[src/design/mrcr_pkg.sv]
// shared types and constants of the matrix row and column reverser
package mrcr_pkg;

    // widths fixed by the item and register fields
    localparam int CountW = 7;
    localparam int IndexW = 8;
    localparam int ByteW  = 8;
    localparam int CfgIdxW = 1;

    // reset value of both count registers
    localparam logic [CountW-1:0] COUNT_RESET = 7'd64;

    // configuration register indexes
    localparam logic [CfgIdxW-1:0] REG_ROW_COUNT    = 1'b0;
    localparam logic [CfgIdxW-1:0] REG_COLUMN_COUNT = 1'b1;

    // operation codes
    typedef enum logic [1:0] {
        OP_WRITE       = 2'd0,
        OP_READ        = 2'd1,
        OP_FLIP_ROW    = 2'd2,
        OP_FLIP_COLUMN = 2'd3
    } op_t;

    // sequencer states
    typedef enum logic [2:0] {
        S_IDLE,
        S_FLIP_RD,
        S_FLIP_WR,
        S_FLIP_END,
        S_RESULT
    } seq_state_t;

    // result handed from the sequencer to the output register
    typedef struct packed {
        logic             valid;
        logic [ByteW-1:0] data;
        logic             bad;
    } res_t;

endpackage

[src/design/mrcr_seq.sv]
// sequencer: item decode, cell access and swap walk over the matrix ram
module mrcr_seq #(
    parameter int MAX_DIM = 64
) (
    input  logic                                 clk,
    input  logic                                 rst_n,
    input  logic                                 in_valid,
    output logic                                 in_stall,
    input  logic [1:0]                           op,
    input  logic [mrcr_pkg::IndexW-1:0]          row_index,
    input  logic [mrcr_pkg::IndexW-1:0]          column_index,
    input  logic [mrcr_pkg::ByteW-1:0]           cell_value,
    input  logic [mrcr_pkg::CountW-1:0]          rows,
    input  logic [mrcr_pkg::CountW-1:0]          cols,
    output mrcr_pkg::res_t                       res,
    input  logic                                 res_take,
    output logic                                 ram_we,
    output logic [2*((MAX_DIM > 1) ? $clog2(MAX_DIM) : 1)-1:0] ram_waddr,
    output logic [mrcr_pkg::ByteW-1:0]           ram_wdata,
    output logic                                 ram_re,
    output logic [2*((MAX_DIM > 1) ? $clog2(MAX_DIM) : 1)-1:0] ram_raddr_a,
    output logic [2*((MAX_DIM > 1) ? $clog2(MAX_DIM) : 1)-1:0] ram_raddr_b,
    input  logic [mrcr_pkg::ByteW-1:0]           ram_rdata_a,
    input  logic [mrcr_pkg::ByteW-1:0]           ram_rdata_b
);

    localparam int DW = (MAX_DIM > 1) ? $clog2(MAX_DIM) : 1;
    localparam int AW = 2 * DW;
    localparam int CW = mrcr_pkg::CountW;
    localparam int XW = (DW > CW) ? DW : CW;

    mrcr_pkg::seq_state_t state_reg, state_next;

    logic [CW-1:0]             pair_reg, pair_next;
    logic [CW-1:0]             len_reg, len_next;
    logic [CW-1:0]             half_reg, half_next;
    logic [DW-1:0]             line_reg, line_next;
    logic                      col_flip_reg, col_flip_next;
    logic                      bad_reg, bad_next;
    logic                      rd_sel_reg, rd_sel_next;
    logic [AW-1:0]             hold_addr_reg, hold_addr_next;
    logic [mrcr_pkg::ByteW-1:0] hold_data_reg, hold_data_next;

    logic          accept;
    logic          row_ok;
    logic          col_ok;
    logic [AW-1:0] cell_addr;
    logic [XW-1:0] near_x;
    logic [XW-1:0] far_x;
    logic [AW-1:0] pair_addr_a;
    logic [AW-1:0] pair_addr_b;
    logic          last_pair;
    logic [CW:0]   len_plus;

    assign accept = in_valid && (state_reg == mrcr_pkg::S_IDLE);

    // range checks against the effective counts
    assign row_ok = !row_index[mrcr_pkg::IndexW-1] && (row_index[CW-1:0] < rows);
    assign col_ok = !column_index[mrcr_pkg::IndexW-1] && (column_index[CW-1:0] < cols);
    assign cell_addr = {row_index[DW-1:0], column_index[DW-1:0]};

    // swap pair addresses: near end walks up, far end walks down
    assign near_x = XW'(pair_reg);
    assign far_x  = XW'(CW'(len_reg - pair_reg - CW'(1)));
    assign pair_addr_a = col_flip_reg ? {near_x[DW-1:0], line_reg}
                                      : {line_reg, near_x[DW-1:0]};
    assign pair_addr_b = col_flip_reg ? {far_x[DW-1:0], line_reg}
                                      : {line_reg, far_x[DW-1:0]};
    assign last_pair = ({1'b0, pair_reg} + (CW+1)'(1)) >= {1'b0, half_reg};
    assign len_plus  = {1'b0, (op == mrcr_pkg::OP_FLIP_ROW) ? cols : rows}
                       + (CW+1)'(1);

    // state and working registers
    always_ff @(posedge clk or negedge rst_n)
    begin
        if (!rst_n)
        begin
            state_reg <= mrcr_pkg::S_IDLE;
        end
        else
        begin
            state_reg <= state_next;
        end
    end

    always_ff @(posedge clk)
    begin
        pair_reg      <= pair_next;
        len_reg       <= len_next;
        half_reg      <= half_next;
        line_reg      <= line_next;
        col_flip_reg  <= col_flip_next;
        bad_reg       <= bad_next;
        rd_sel_reg    <= rd_sel_next;
        hold_addr_reg <= hold_addr_next;
        hold_data_reg <= hold_data_next;
    end

    // next state, ram requests and result
    always_comb
    begin
        state_next     = state_reg;
        pair_next      = pair_reg;
        len_next       = len_reg;
        half_next      = half_reg;
        line_next      = line_reg;
        col_flip_next  = col_flip_reg;
        bad_next       = bad_reg;
        rd_sel_next    = rd_sel_reg;
        hold_addr_next = hold_addr_reg;
        hold_data_next = hold_data_reg;
        ram_we         = 1'b0;
        ram_waddr      = cell_addr;
        ram_wdata      = cell_value;
        ram_re         = 1'b0;
        ram_raddr_a    = pair_addr_a;
        ram_raddr_b    = pair_addr_b;
        in_stall       = (state_reg != mrcr_pkg::S_IDLE);
        res.valid      = 1'b0;
        res.data       = rd_sel_reg ? ram_rdata_a : '0;
        res.bad        = bad_reg;

        case (state_reg)
            mrcr_pkg::S_IDLE:
            begin
                if (accept)
                begin
                    state_next  = mrcr_pkg::S_RESULT;
                    bad_next    = 1'b0;
                    rd_sel_next = 1'b0;
                    pair_next   = '0;
                    half_next   = len_plus[CW:1];
                    case (op)
                        mrcr_pkg::OP_WRITE:
                        begin
                            ram_we   = row_ok && col_ok;
                            bad_next = !(row_ok && col_ok);
                        end
                        mrcr_pkg::OP_READ:
                        begin
                            ram_re      = row_ok && col_ok;
                            ram_raddr_a = cell_addr;
                            rd_sel_next = row_ok && col_ok;
                            bad_next    = !(row_ok && col_ok);
                        end
                        mrcr_pkg::OP_FLIP_ROW:
                        begin
                            len_next      = cols;
                            line_next     = row_index[DW-1:0];
                            col_flip_next = 1'b0;
                            if (cols != '0)
                            begin
                                if (row_ok)
                                begin
                                    state_next = mrcr_pkg::S_FLIP_RD;
                                end
                                else
                                begin
                                    bad_next = 1'b1;
                                end
                            end
                        end
                        mrcr_pkg::OP_FLIP_COLUMN:
                        begin
                            len_next      = rows;
                            line_next     = column_index[DW-1:0];
                            col_flip_next = 1'b1;
                            if (rows != '0)
                            begin
                                if (col_ok)
                                begin
                                    state_next = mrcr_pkg::S_FLIP_RD;
                                end
                                else
                                begin
                                    bad_next = 1'b1;
                                end
                            end
                        end
                        default:
                        begin
                            bad_next = 1'b1;
                        end
                    endcase
                end
            end

            // read the pair, finish the far write of the pair before
            mrcr_pkg::S_FLIP_RD:
            begin
                ram_re     = 1'b1;
                ram_we     = (pair_reg != '0);
                ram_waddr  = hold_addr_reg;
                ram_wdata  = hold_data_reg;
                state_next = mrcr_pkg::S_FLIP_WR;
            end

            // near element takes the far byte, far byte write is held
            mrcr_pkg::S_FLIP_WR:
            begin
                ram_we         = 1'b1;
                ram_waddr      = pair_addr_a;
                ram_wdata      = ram_rdata_b;
                hold_addr_next = pair_addr_b;
                hold_data_next = ram_rdata_a;
                if (last_pair)
                begin
                    state_next = mrcr_pkg::S_FLIP_END;
                end
                else
                begin
                    pair_next  = pair_reg + CW'(1);
                    state_next = mrcr_pkg::S_FLIP_RD;
                end
            end

            mrcr_pkg::S_FLIP_END:
            begin
                ram_we     = 1'b1;
                ram_waddr  = hold_addr_reg;
                ram_wdata  = hold_data_reg;
                state_next = mrcr_pkg::S_RESULT;
            end

            // offer the result until the output register takes it
            mrcr_pkg::S_RESULT:
            begin
                res.valid = 1'b1;
                if (res_take)
                begin
                    state_next = mrcr_pkg::S_IDLE;
                end
            end

            default:
            begin
                state_next = mrcr_pkg::S_IDLE;
            end
        endcase
    end

endmodule

[config.mk]
export PLATFORM = sky130hd
export DESIGN_NAME = mrcr_seq
export DESIGN_NICKNAME = d
export VERILOG_FILES = /design/src/design/mrcr_pkg.sv /design/src/design/mrcr_seq.sv
export SDC_FILE = /design/constraint.sdc
export NUM_CORES = 1
export LEC_CHECK = 0
export ABC_CLOCK_PERIOD_IN_PS = 3700
export BUFFER_PORTS_ARGS = -buffer_cell sky130_fd_sc_hd__buf_2
export CAP_MARGIN = 10
export CORE_ASPECT_RATIO = 0.8
export CORE_MARGIN = 5
export CORE_UTILIZATION = 48
export CTS_CLUSTER_SIZE = 10
export DETAILED_ROUTE_END_ITERATION = 8
export PLACE_DENSITY = 0.79
export SLEW_MARGIN = 5
export SYNTH_ARGS = -nofsm -noshare
export SYNTH_HDL_FRONTEND = slang
export SYNTH_SLANG_ARGS = --single-unit
[constraint.sdc]
create_clock -name clk -period 3.7 [get_ports clk]
set_input_delay 0.74 -clock clk [delete_from_list [all_inputs] [get_ports clk]]
set_output_delay 0.74 -clock clk [all_outputs]
set_load 0.02 [all_outputs]
# Word-level counts from Yosys, hierarchy flattened
# Cells that the tools add are included.
[totals] reg_bits=52 inputBits=60 output_inout_bits=57 wordCells=86
[classes] addsub=5 order_cmp=3 n_eq_ne=10 n_mux=36 n_reduce_logical=22
[ops] cell="12-bit two-way mux" n=5
[ops] cell="12-bit one-hot mux with 2 select lines" n=1
[ops] cell="6-bit one-hot mux with 2 select lines" n=2
[ops] cell="7-bit two-way mux" n=3
[ops] cell="7-bit nonzero test" n=3
[ops] cell="3-bit two-way mux" n=6
[ops] cell="7-bit by 1-bit adder with 8-bit output (second input constant)" n=2
[ops] cell="8-bit one-hot mux with 2 select lines" n=1
[ops] cell="3-bit one-hot mux with 5 select lines" n=1
[ops] cell="7-bit less-than comparator" n=2
[ops] cell="7-bit one-hot mux with 2 select lines" n=1
[ops] cell="1-bit two-way mux" n=9
[ops] cell="8-bit by 7-bit >= comparator with 1-bit output" n=1
[ops] cell="8-bit two-way mux" n=1
[ops] cell="7-bit by 1-bit adder with 7-bit output (second input constant)" n=1
[ops] cell="3-bit by 2-bit == test with 1-bit output (second input constant)" n=2
[ops] cell="2-bit != test (second input constant)" n=3
[ops] cell="1-bit one-hot mux with 3 select lines" n=2
[ops] cell="3-bit one-hot mux with 2 select lines" n=1
[ops] cell="3-bit AND reduction" n=2
[ops] cell="2-bit OR reduction" n=3
[ops] cell="6-bit by 1-bit subtractor with 6-bit output (second input constant)" n=1
[ops] cell="6-bit subtractor" n=1
[ops] cell="2-bit == test (second input constant)" n=2
[ops] cell="12 further kinds" n=20

# Depth between registers and ports, before layout
# Gate-level depths: netlist of the first run.
[depth] depth_word=7 ltp_mapped=9

# Least setup slack after synthesis of the first run
# OpenSTA, ideal clock, no wires.
[synth_path] path_type="input to output" start="input port cols[6] in the netlist's numbering" end="output port ram_re" t_arrival_ns=2.164 setup_slack_ns=0.796 stages=7 n_path_buf=0 cell_sequence="inv_1 > ha_1 > a211o_1 > a31oi_1 > o21ai_2 > nand2b_1 > o2bb2ai_1"
[synth_via] elab_chain_cells=6
[synth_lines] element="start: declaration" line="mrcr_seq.sv:14" text="input logic [mrcr_pkg::CountW-1:0] cols,"
[synth_lines] element="7-bit less-than comparator" line="mrcr_seq.sv:59" text="assign col_ok = !column_index[mrcr_pkg::IndexW-1] && (column_index[CW-1:0] < cols);"
[synth_lines] element="1-bit logical AND" line="mrcr_seq.sv:59"
[synth_lines] element="1-bit logical AND" line="mrcr_seq.sv:141" text="ram_re = row_ok && col_ok;"
[synth_lines] element="1-bit two-way mux" line="mrcr_seq.sv:133" text="case (op)"
[synth_lines] element="1-bit two-way mux" line="mrcr_seq.sv:126" text="if (accept)"
[synth_lines] element="1-bit one-hot mux with 2 select lines" line="mrcr_seq.sv:123" text="case (state_reg)"
[synth_lines] element="end: declaration" line="mrcr_seq.sv:20" text="output logic ram_re,"
# Every way passes these cells.

# Worst setup path in the final report of the first run
[layout_path] start="register pair_reg[1] (netlist: near_x[1])" end="output port ram_raddr_b[5] in the netlist's numbering"
[layout_via] elab_chain_cells=3
[layout_lines] element="start: declaration" line="mrcr_seq.sv:34" text="logic [CW-1:0] pair_reg, pair_next;"
[layout_lines] element="start signal: assignment" line="mrcr_seq.sv:88" text="pair_reg <= pair_next;"
[layout_lines] element="6-bit subtractor" line="mrcr_seq.sv:64" text="assign far_x = XW'(CW'(len_reg - pair_reg - CW'(1)));"
[layout_lines] element="6-bit by 1-bit subtractor with 6-bit output" line="mrcr_seq.sv:64"
[layout_lines] element="12-bit two-way mux" line="mrcr_seq.sv:67" text="assign pair_addr_b = col_flip_reg ? {far_x[DW-1:0], line_reg}"
[layout_lines] element="end: declaration" line="mrcr_seq.sv:22" text="output logic [2*((MAX_DIM > 1) ? $clog2(MAX_DIM) : 1)-1:0] ram_raddr_b,"
# Every way passes these cells.

==> results by group, run 1 <==
Outcome
  • Status: completed

Die
  • Initial Util: 49.5%
  • Die Y: 91.2 um
  • Die width: 111 um
  • CORE AREA: 7980 sq um
  • Core Rows: 29
  • Ports: 117
  • Area of the die: 10200 sq um

Power
  • Seq pwr share: 35.1%
  • PD cells: 512 nW/um^2
  • LEAKAGE: 2.09 nW
  • Design Power: approximately 0.0024 W
  • Sw Ratio: 44.2%
  • Combinational power share: about 51%
  • Int Power: 0.00135 W
  • Worst ir drop on vdd: 0.289 mV
  • Part of the power in the clock network: a little over an eighth
  • NetSw: 0.00107 W

Place
  • Placed cell count: 626
  • Port bufs: 116
  • Hpwl dp: 9.24 mm
  • Final GP Congestion: 0.929

GRT
  • First-pass GRT wire length: around 19 mm
  • Total track usage: 22.6%
  • Vias in the first global route: 3560
  • Antenna violations before repair: 0
  • Congestion Overflow GR: 0
  • Largest net degree at the start of global routing: 30

Clocking
  • Hold buffers post-CTS: 0
  • CTS tree: yes
  • Clk root buf: clkbuf_8
  • Clk sinks: 52
  • # H-tree levels: 2
  • Worst-skew pair later-pin latency: 0.30 ns
  • Clk slew on worst S/H paths: ~0.10 ns
  • Post-CTS Repair Setup Buffers: 0
  • Clock Tree Buf Depth: 2
  • Num CTS Buffers: 5
  • Post_cts resized: 0

Synth
  • EDFF count, synth: 49
  • Syn_area_per_cell: 9.57 sq um
  • Synthesized area: 3950 sq um
  • Top cell type by total area after synthesis: edfxtp_1
  • Area fraction of the dominant cell type after synthesis: 37.2%
  • Main synth FF type: edfxtp_1
  • Largest cells by area after synthesis: edfxtp_1 37%, ha_1 8.5%, a22oi_1 6.8%
  • Syn. warnings: 0
  • Post-Syn Nets: 501
  • Post-synthesis sequential area ratio: 39.1%
  • Post-synth ARST share: 5.77%
  • Cells after Synth: 413
  • Netlist cell types: 57
  • Yosys reg bits: 52

Route
  • Routed WL: around 12 mm
  • DR iter-0 viols: 361
  • Overall via count from detail_route: 3673
  • Pre-Repair DR Iteration Count: 6
  • Antenna Nets Post-Route: 0
  • DRC violations left: 0
  • Drt wl/cell: 18.6 um
  • DR vias/cell: 5.79

Worst setup path
  • CP Data Required Time: about 3.0 ns
  • R2R Setup Slk: 1.05 ns
  • Critical path class: flip-flop to output port
  • Reg2reg end: near_x[2]
  • Critical Path End Type: output port
  • Worst setup path start: near_x[1]
  • Cell Chain, Critical Path: inv_1 > ha_1 > a21oi_1 > o211ai_1 > o311ai_0 > mux2_2 > buf_2
  • Bufs and invs on worst path: 2
  • R2r startpoint: near_x[0]
  • FF-to-FF path depth: 7
  • CP max stage cell: o311ai_0
  • Arrival time worst endpoint: 2.69 ns
  • Startpoint Class: flip-flop
  • Crit path max-delay family: compound AO/OA/AOI/OAI gates
  • Crit path max fanout: 4
  • Slowest stage delay, CP: between 0.6 and 0.7 ns

Finish
  • Fill cell total of the finished layout: 710
  • Nets: 613
  • Share of layout cells above drive strength 1: between 30% and 40%
  • Final std cells w/o fill: 634
  • Antenna Cells: 0
  • Area grow syn2layout: 19.7%
  • Max reg flops: 12

Timing
  • Final Hold Fails: 0
  • Crit share post-route: 92.8%
  • Fin Setup TNS: 0 ns
  • Clock skew: approximately 0.0075 ns
  • Final Max Tran Viols: 0
  • Rel. slew slack: 44.6%
  • Slew @ Worst Pin: 0.831 ns
  • Fin crit period: 3.43 ns
  • RSZ-0062 raised after global routing: false
  • Max Fclk: 0.291 GHz
  • Number of setup violations in the final report: 0

Flow run
  • Max Cap Viol: 0

Worst hold path
  • Worst hold path class: primary input to asynchronous set/reset pin
-- how the worst max path moves through the flow --
stage	cells after the start	slack, ns	endpoint
final	7	0.27	ram_raddr_b[5]
after global routing	7	0.16	ram_raddr_b[5]
after global placement	9	0.59	ram_re
after floorplan	7	0.80	ram_re
after detailed placement	9	0.54	ram_re
after CTS	7	0.28	ram_raddr_b[5]
-- metrics by stage --
step	utilization (%)	instance area [sq um]	worst slack [ns]	hold WS [ns]
finish	59.2	4730	0.266	0.207
global route	59.2	4730	0.165	0.207
CTS	59.2	4730	0.280	0.209
detailed placement	58.2	4640	0.543	0.540
floorplan	-	3950	0.796	0.444
global placement	58.2	4640	0.592	0.541
-- kinds of logic (layout without fill, tap and decap cells) --
group / after synthesis / in the layout / share of synthesized area [%]
buf+inv: 56 / 169 / 5.86
mux: 24 / 24 / 6.65
flops: 52 / 52 / 39.1
fa+ha+maj: 28 / 28 / 9.05
xor+xnor: 16 / 16 / 3.55
simple gates: 115 / 115 / 15.0
compound gates: 122 / 122 / 20.8
-- layout make-up --
cell class	instances	area (sq um)	area share, %
Timing Repair Buffer	126	656	13.9
Inverter	35	131	2.78
Sequential cell	52	1550	32.7
Tap cell	108	135	2.86
Clock inverter	3	17.5	0.370
Multi-Input combinational cell	305	2170	46.0
Clock buffer	5	68.8	1.46
-- worst register-to-register path, cell delays in order (launching register included) --
cell,delay [ns]
edfxtp_1,0.50
nand3_1,0.21
nor3_1,0.24
xor2_1,0.26
ha_1,0.29
a21o_1,0.18
a221oi_1,0.33
a31o_2,0.33
-- power by group through the flow --
stage / clock network [W] / registers (W) / logic (W)
final: 0.000327 / 0.000850 / 0.00125
after CTS: 0.000331 / 0.000849 / 0.00124
after global placement: 0 / 0.000858 / 0.00121
after floorplan: 0 / 0.000810 / 0.000853
after global routing: 0.000354 / 0.000864 / 0.00135
after detailed placement: 0 / 0.000863 / 0.00123
-- per-layer routing --
layer | global-route usage (%) | part of all wire [%] | vias to the layer above
li1 | - | - | 1744
met1 | 30.7 | 42 | 1706
met2 | 37.3 | 46 | 208
met3 | 6.25 | 11 | 15
met4 | 3.14 | 1.1 | 0
met5 | 0 | 0 | -
-- layout by cell type (no fill, tap or decap), drive strengths merged, types with 4 or more instances in the layout --
cell	count
a21o	5
a21oi	15
a22oi	36
a31oi	5
and2	16
buf	126
clkbuf	5
edfxtp	49
ha	27
inv	36
mux2	18
mux2i	6
nand2	41
nand2b	7
nand3	11
nor2	18
nor2b	5
nor3	5
o21ai	40
xnor2	12
xor2	4
-- cell usage after synthesis (all sizes together) (2+ instances only) --
library cell  count
a221o             2
nor2b             5
xor2              4
o41ai             2
xnor2            12
nand2b            7
dfrtp             3
a21boi            2
mux2i             6
inv              35
or3               2
nand3            11
nand4             2
clkbuf           13
a211oi            2
and2             16
nor4              3
a21o              5
a21oi            15
nor3              5
ha               27
o21ai            40
edfxtp           49
a2bb2oi           3
mux2             18
buf               8
nor2             18
nand2            41
a31oi             5
a22oi            36
(Power assumes the default switching activity.)
==> run 2, diff against run 1 <==
- ABC_CLOCK_PERIOD_IN_PS: 3700 -> 3500
- clock period: 3.7 -> 3.5 ns (I/O delays scaled with it)
==> results by group, run 2 (synthesis results as in run 1) <==
Outcome
  • Status: completed

Worst setup path
  • CP Data Required Time: 2.80 ns (-0.16 ns)
  • Critical path class: flip-flop to output port
  • Arrival time worst endpoint: 2.48 ns (-0.21 ns)
  • Crit path max fanout: 6 (+2)
  • Critical Path End Type: output port
  • Startpoint Class: flip-flop

Finish
  • Area grow syn2layout: 21.1%
  • Share of layout cells above drive strength 1: 30.7% (+0.32 points)
  • Max reg flops: 12 (unchanged)
  • Antenna Cells: 0 (unchanged)
  • Most frequent cells in the layout: 116 x buf_2, 49 x edfxtp_1, 40 x nand2_1
  • Core Util, Final: 60.0% (+0.74 points)
  • Final std cells w/o fill: 635 (+0.16%)
  • Most common cell after layout, fill and taps aside: buf_2
  • Nets: 614 (+0.16%)
  • Fill cell total of the finished layout: 701 (-1.3%)

Timing
  • Fin crit period: around 3.2 ns
  • Number of setup violations in the final report: 0 (unchanged)
  • Clock skew: 0.00491 ns (-0.00260 ns)
  • Final Hold Fails: 0 (unchanged)
  • Crit share post-route: 90.9%
  • Rel. slew slack: 50.2% (+5.6 points)
  • Fin Setup TNS: 0 ns (unchanged)
  • Slew @ Worst Pin: 0.747 ns (-0.0845 ns)
  • Final Max Tran Viols: 0 (unchanged)
  • RSZ-0062 raised after global routing: false
  • Max Fclk: 0.314 GHz

Power
  • PD cells: 573 nW/um^2 (+12%)
  • LEAKAGE: 2.12 nW (+1.3%)
  • Worst ir drop on vdd: 0.238 mV (-18%)

Route
  • Drt wl/cell: 19.1 um (+2.5%)
  • Overall via count from detail_route: 3743 (+1.9%)
  • DR vias/cell: 5.89 (+1.7%)
  • DR iter-0 viols: 302 (-16%)
  • Routed WL: 12.1 mm (+2.6%)
  • Antenna Nets Post-Route: 0 (unchanged)
  • DRC violations left: 0 (unchanged)
  • Pre-Repair DR Iteration Count: 5 (-1)

Clocking
  • Clk root buf: clkbuf_8
  • Clock Tree Buf Depth: 2 (unchanged)
  • Worst-skew pair later-pin latency: 0.32 ns (+0.02 ns)
  • Num CTS Buffers: 5 (unchanged)
  • # H-tree levels: 2 (unchanged)
  • Clk sinks: 52 (unchanged)
  • Post-CTS Repair Setup Buffers: 0 (unchanged)
  • Post_cts resized: 0 (unchanged)
  • Hold buffers post-CTS: 0 (unchanged)
  • CTS tree: yes
  • Clk slew on worst S/H paths: 0.10 ns (about the same)

Place
  • Placed cell count: 627 (+0.16%)
  • Port bufs: 116 (unchanged)
  • Final GP Congestion: 0.932 (+0.31%)
  • Hpwl dp: 9.37 mm (+1.5%)

Die
  • Die Y: 91.2 um (unchanged)
  • Core Rows: 29 (unchanged)
  • CORE AREA: 7980 sq um (unchanged)
  • Initial Util: 49.5% (unchanged)
  • Die width: 111 um (unchanged)
  • Ports: 117 (unchanged)
  • Area of the die: 10200 sq um (unchanged)

GRT
  • Total track usage: 23.6% (+1.0 points)
  • First-pass GRT wire length: 19.4 mm (+4.1%)
  • Largest net degree at the start of global routing: 34 (+13%)
  • Vias in the first global route: 3668 (+3.0%)
  • Congestion Overflow GR: 0 (unchanged)
  • Antenna violations before repair: 0 (unchanged)

Worst hold path
  • Worst hold path class: primary input to asynchronous set/reset pin

Flow run
  • Max Cap Viol: 0 (unchanged)
run 2: cell count changes in the layout (fill, tap and decap cells not counted), sizes merged:
cell    delta
buf        +1
bufinv     +2
clkinv     -2
run 2: routing by layer:
layer / up-vias / global-route usage [%] / wire length, um
met1: 1793 / 33.5 / 5300
met2: 196 / 38.8 / 5590
met4: 0 / 4.15 / 119
met5: - / 0 / 0
li1: 1739 / - / -
met3: 15 / 4.05 / 1120
run 2: area by class of cell:
| cell class | instances | area, sq um | area share (%) |
|---|---|---|---|
| multi-input combinational | 305 | 2170 | 45.4 |
| clock buffer | 5 | 68.8 | 1.44 |
| timing repair buffer | 127 | 663 | 13.8 |
| sequential | 52 | 1550 | 32.3 |
| clock inverter | 3 | 68.8 | 1.44 |
| tap | 108 | 135 | 2.82 |
| inverter | 35 | 131 | 2.74 |
run 2: final timing paths:
kind | from | endpoint | slack, ns | cells after the start
hold / removal | rst_n | state_reg[1] | 0.16 | 1
setup / recovery | near_x[0] | ram_raddr_b[10] | 0.32 | 9
hold reg to reg | line_reg[4] | hold_addr_reg[4] | 0.61 | 2
max in group asynchronous | rst_n | state_reg[2] | 3.24 | 1
min in group clk | ram_rdata_a[0] | hold_data_reg[0] | 0.57 | 1
setup reg to reg | near_x[0] | near_x[4] | 0.80 | 7
run 2: power breakdown:
group | switching (W) | internal, W | total (W) | leakage (nW)
Clock | 0.000220 | 0.000288 | 0.000508 | 0.0687
Sequential | 0.0000709 | 0.000801 | 0.000872 | 0.495
Combinational | 0.000866 | 0.000500 | 0.00137 | 1.56
run 2: critical path, stage by stage, from the launching register on:
cell,delay [ns]
edfxtp_1,0.52
inv_1,0.14
ha_1,0.26
fa_1,0.41
a21o_1,0.18
a21oi_1,0.16
xnor2_1,0.17
nand2_1,0.08
nand2_1,0.09
buf_2,0.16
run 2: through the flow:
step | power, W | hold WS [ns] | setup WS (ns) | area (sq um)
after CTS | 0.00274 | 0.155 | 0.312 | 4790
after global placement | 0.00220 | 0.501 | 0.474 | 4650
after floorplan | 0.00176 | 0.404 | 0.676 | 3950
final | 0.00275 | 0.158 | 0.317 | 4790
after detailed placement | 0.00224 | 0.500 | 0.406 | 4650
after global routing | 0.00290 | 0.156 | 0.118 | 4790
==> run 3, diff against run 2 <==
- MAX_ROUTING_LAYER: not set -> met4
==> results by group, run 3 (synthesis results as in run 1) <==
Finish
  • Most common cell after layout, fill and taps aside: buf_2
  • Area taken by multi-input logic gates: 2170 sq um (unchanged)
  • Most frequent cells in the layout: 116 x buf_2, 49 x edfxtp_1, 40 x nand2_1
  • Share of layout cells above drive strength 1: 30.7% (unchanged)
  • Fill cell total of the finished layout: 707 (+0.86%)
  • Area grow syn2layout: 20.1%
  • Antenna Cells: 0 (unchanged)
  • Nets: 614 (unchanged)
  • Sequential cell area: 1550 sq um (unchanged)
  • Max reg flops: 12 (unchanged)

Timing
  • Fin Setup TNS: 0 ns (unchanged)
  • Slew @ Worst Pin: 0.756 ns (+0.00927 ns)
  • Final Hold Fails: 0 (unchanged)
  • RSZ-0062 raised after global routing: false
  • Rel. slew slack: 49.6% (-0.62 points)
  • Number of setup violations in the final report: 0 (unchanged)
  • Fin crit period: 3.18 ns (-0.00336 ns)
  • Clock skew: 0.00908 ns (+0.00417 ns)
  • Final Max Tran Viols: 0 (unchanged)
  • Final WS setup: 0.320 ns (+0.00336 ns)
  • Crit share post-route: 90.8% (-0.096 points)
  • Max Fclk: 0.315 GHz (+0.11%)

Die
  • Die width: 111 um (unchanged)
  • Initial Util: 49.5% (unchanged)
  • Die Y: 91.2 um (unchanged)
  • Area of the die: 10200 sq um (unchanged)
  • CORE AREA: 7980 sq um (unchanged)
  • Ports: 117 (unchanged)
  • Core Rows: 29 (unchanged)

Worst setup path
  • Crit path max fanout: 4 (-2)
  • Cell Chain, Critical Path: inv_1 > ha_1 > a21oi_1 > o211ai_1 > o311ai_0 > buf_4 > mux2_2 > buf_2
  • Critical path class: flip-flop to output port
  • Arrival time worst endpoint: 2.48 ns (about the same)
  • CP max stage cell: edfxtp_1
  • Critical Path End Type: output port
  • CP Data Required Time: 2.80 ns (about the same)
  • Slowest stage delay, CP: 0.45 ns (-0.07 ns)
  • Startpoint Class: flip-flop

GRT
  • Largest net degree at the start of global routing: 31 (-8.8%)
  • Congestion Overflow GR: 0 (unchanged)
  • Antenna violations before repair: 0 (unchanged)
  • Vias in the first global route: 3596 (-2.0%)
  • Total track usage: 23.8% (+0.19 points)
  • First-pass GRT wire length: 18.8 mm (-2.9%)

Route
  • Drt wl/cell: 18.7 um (-2.0%)
  • DRC violations left: 0 (unchanged)
  • Antenna Nets Post-Route: 0 (unchanged)
  • DR iter-0 viols: 340 (+13%)
  • Overall via count from detail_route: 3685 (-1.5%)
  • Pre-Repair DR Iteration Count: 5 (unchanged)
  • Routed WL: 11.9 mm (-2.0%)
  • DR vias/cell: 5.80 (-1.5%)

Power
  • Worst ir drop on vdd: 0.300 mV (+26%)
  • PD cells: 546 nW/um^2 (-4.7%)
  • LEAKAGE: 2.10 nW (-1.1%)

Clocking
  • Num CTS Buffers: 5 (unchanged)
  • Clk slew on worst S/H paths: 0.11 ns (about the same)
  • Clk sinks: 52 (unchanged)
  • Clock Tree Buf Depth: 2 (unchanged)
  • Worst-skew pair later-pin latency: 0.31 ns (about the same)
  • Clk root buf: clkbuf_8
  • Post-CTS Repair Setup Buffers: 0 (unchanged)
  • CTS tree: yes
  • Post_cts resized: 0 (unchanged)
  • # H-tree levels: 2 (unchanged)
  • Hold buffers post-CTS: 0 (unchanged)

Place
  • Place WS: 0.414 ns (+0.00791 ns)
  • Final GP Congestion: 0.937 (+0.50%)
  • Port bufs: 116 (unchanged)
  • Hpwl dp: 9.39 mm (+0.20%)

Flow run
  • Max Cap Viol: 0 (unchanged)

Outcome
  • Status: completed

Worst hold path
  • Worst hold path class: primary input to asynchronous set/reset pin
run 3: path summary, 6_finish.rpt:
| check | start | depth (start not counted) | slack, ns | to |
|---|---|---|---|---|
| max | near_x[1] | 8 | 0.32 | ram_raddr_b[5] |
| min | rst_n | 1 | 0.16 | state_reg[2] |
| max reg2reg | near_x[0] | 7 | 0.89 | near_x[3] |
| min reg2reg | line_reg[4] | 2 | 0.62 | hold_addr_reg[4] |
| max in group asynchronous | rst_n | 1 | 3.22 | state_reg[1] |
| min in group clk | ram_rdata_a[1] | 1 | 0.57 | hold_data_reg[1] |
run 3: layout make-up:
cell class              instances  share of cell area (%)
clock inverters                 3                   0.580
inverters                      35                    2.77
clock buffers                   5                    1.45
multi-input cells             305                    45.8
flip-flops and latches         52                    32.6
well taps                     108                    2.85
repair buffers                127                    14.0
run 3: through the flow:
step / instance area [sq um] / power, W / std cells / util (%) / hold WS (ns)
global route: 4750 / 0.00275 / 635 / 59.5 / 0.153
finish: 4750 / 0.00259 / 635 / 59.5 / 0.165
CTS: 4750 / 0.00259 / 635 / 59.5 / 0.161
detailed placement: 4650 / 0.00223 / 627 / 58.3 / 0.503
global placement: 4650 / 0.00220 / 627 / 58.3 / 0.500
floorplan: 3950 / 0.00176 / 413 / - / 0.404
run 3: critical path: cells and delay by family (launching register included):
kind	cells	cell delay, ns
flip-flops	1	0.45
buffers and inverters	3	0.58
adder cells (fa/ha/maj)	1	0.27
multiplexers	1	0.18
AO/OA/AOI/OAI	3	0.68
run 3: layer usage:
metal,vias to the layer above,share of wire [%],global-route usage (%)
met2,190,47,39.0
met4,0,0.37,3.44
met1,1741,43,31.5
li1,1750,-,-
met5,-,0,-
met3,4,9.7,4.92
run 3: power by group:
part	internal, W	switching [W]
Clock	0.000147	0.000221
Combinational	0.000497	0.000854
Sequential	0.000801	0.0000735
Total	0.00145	0.00115
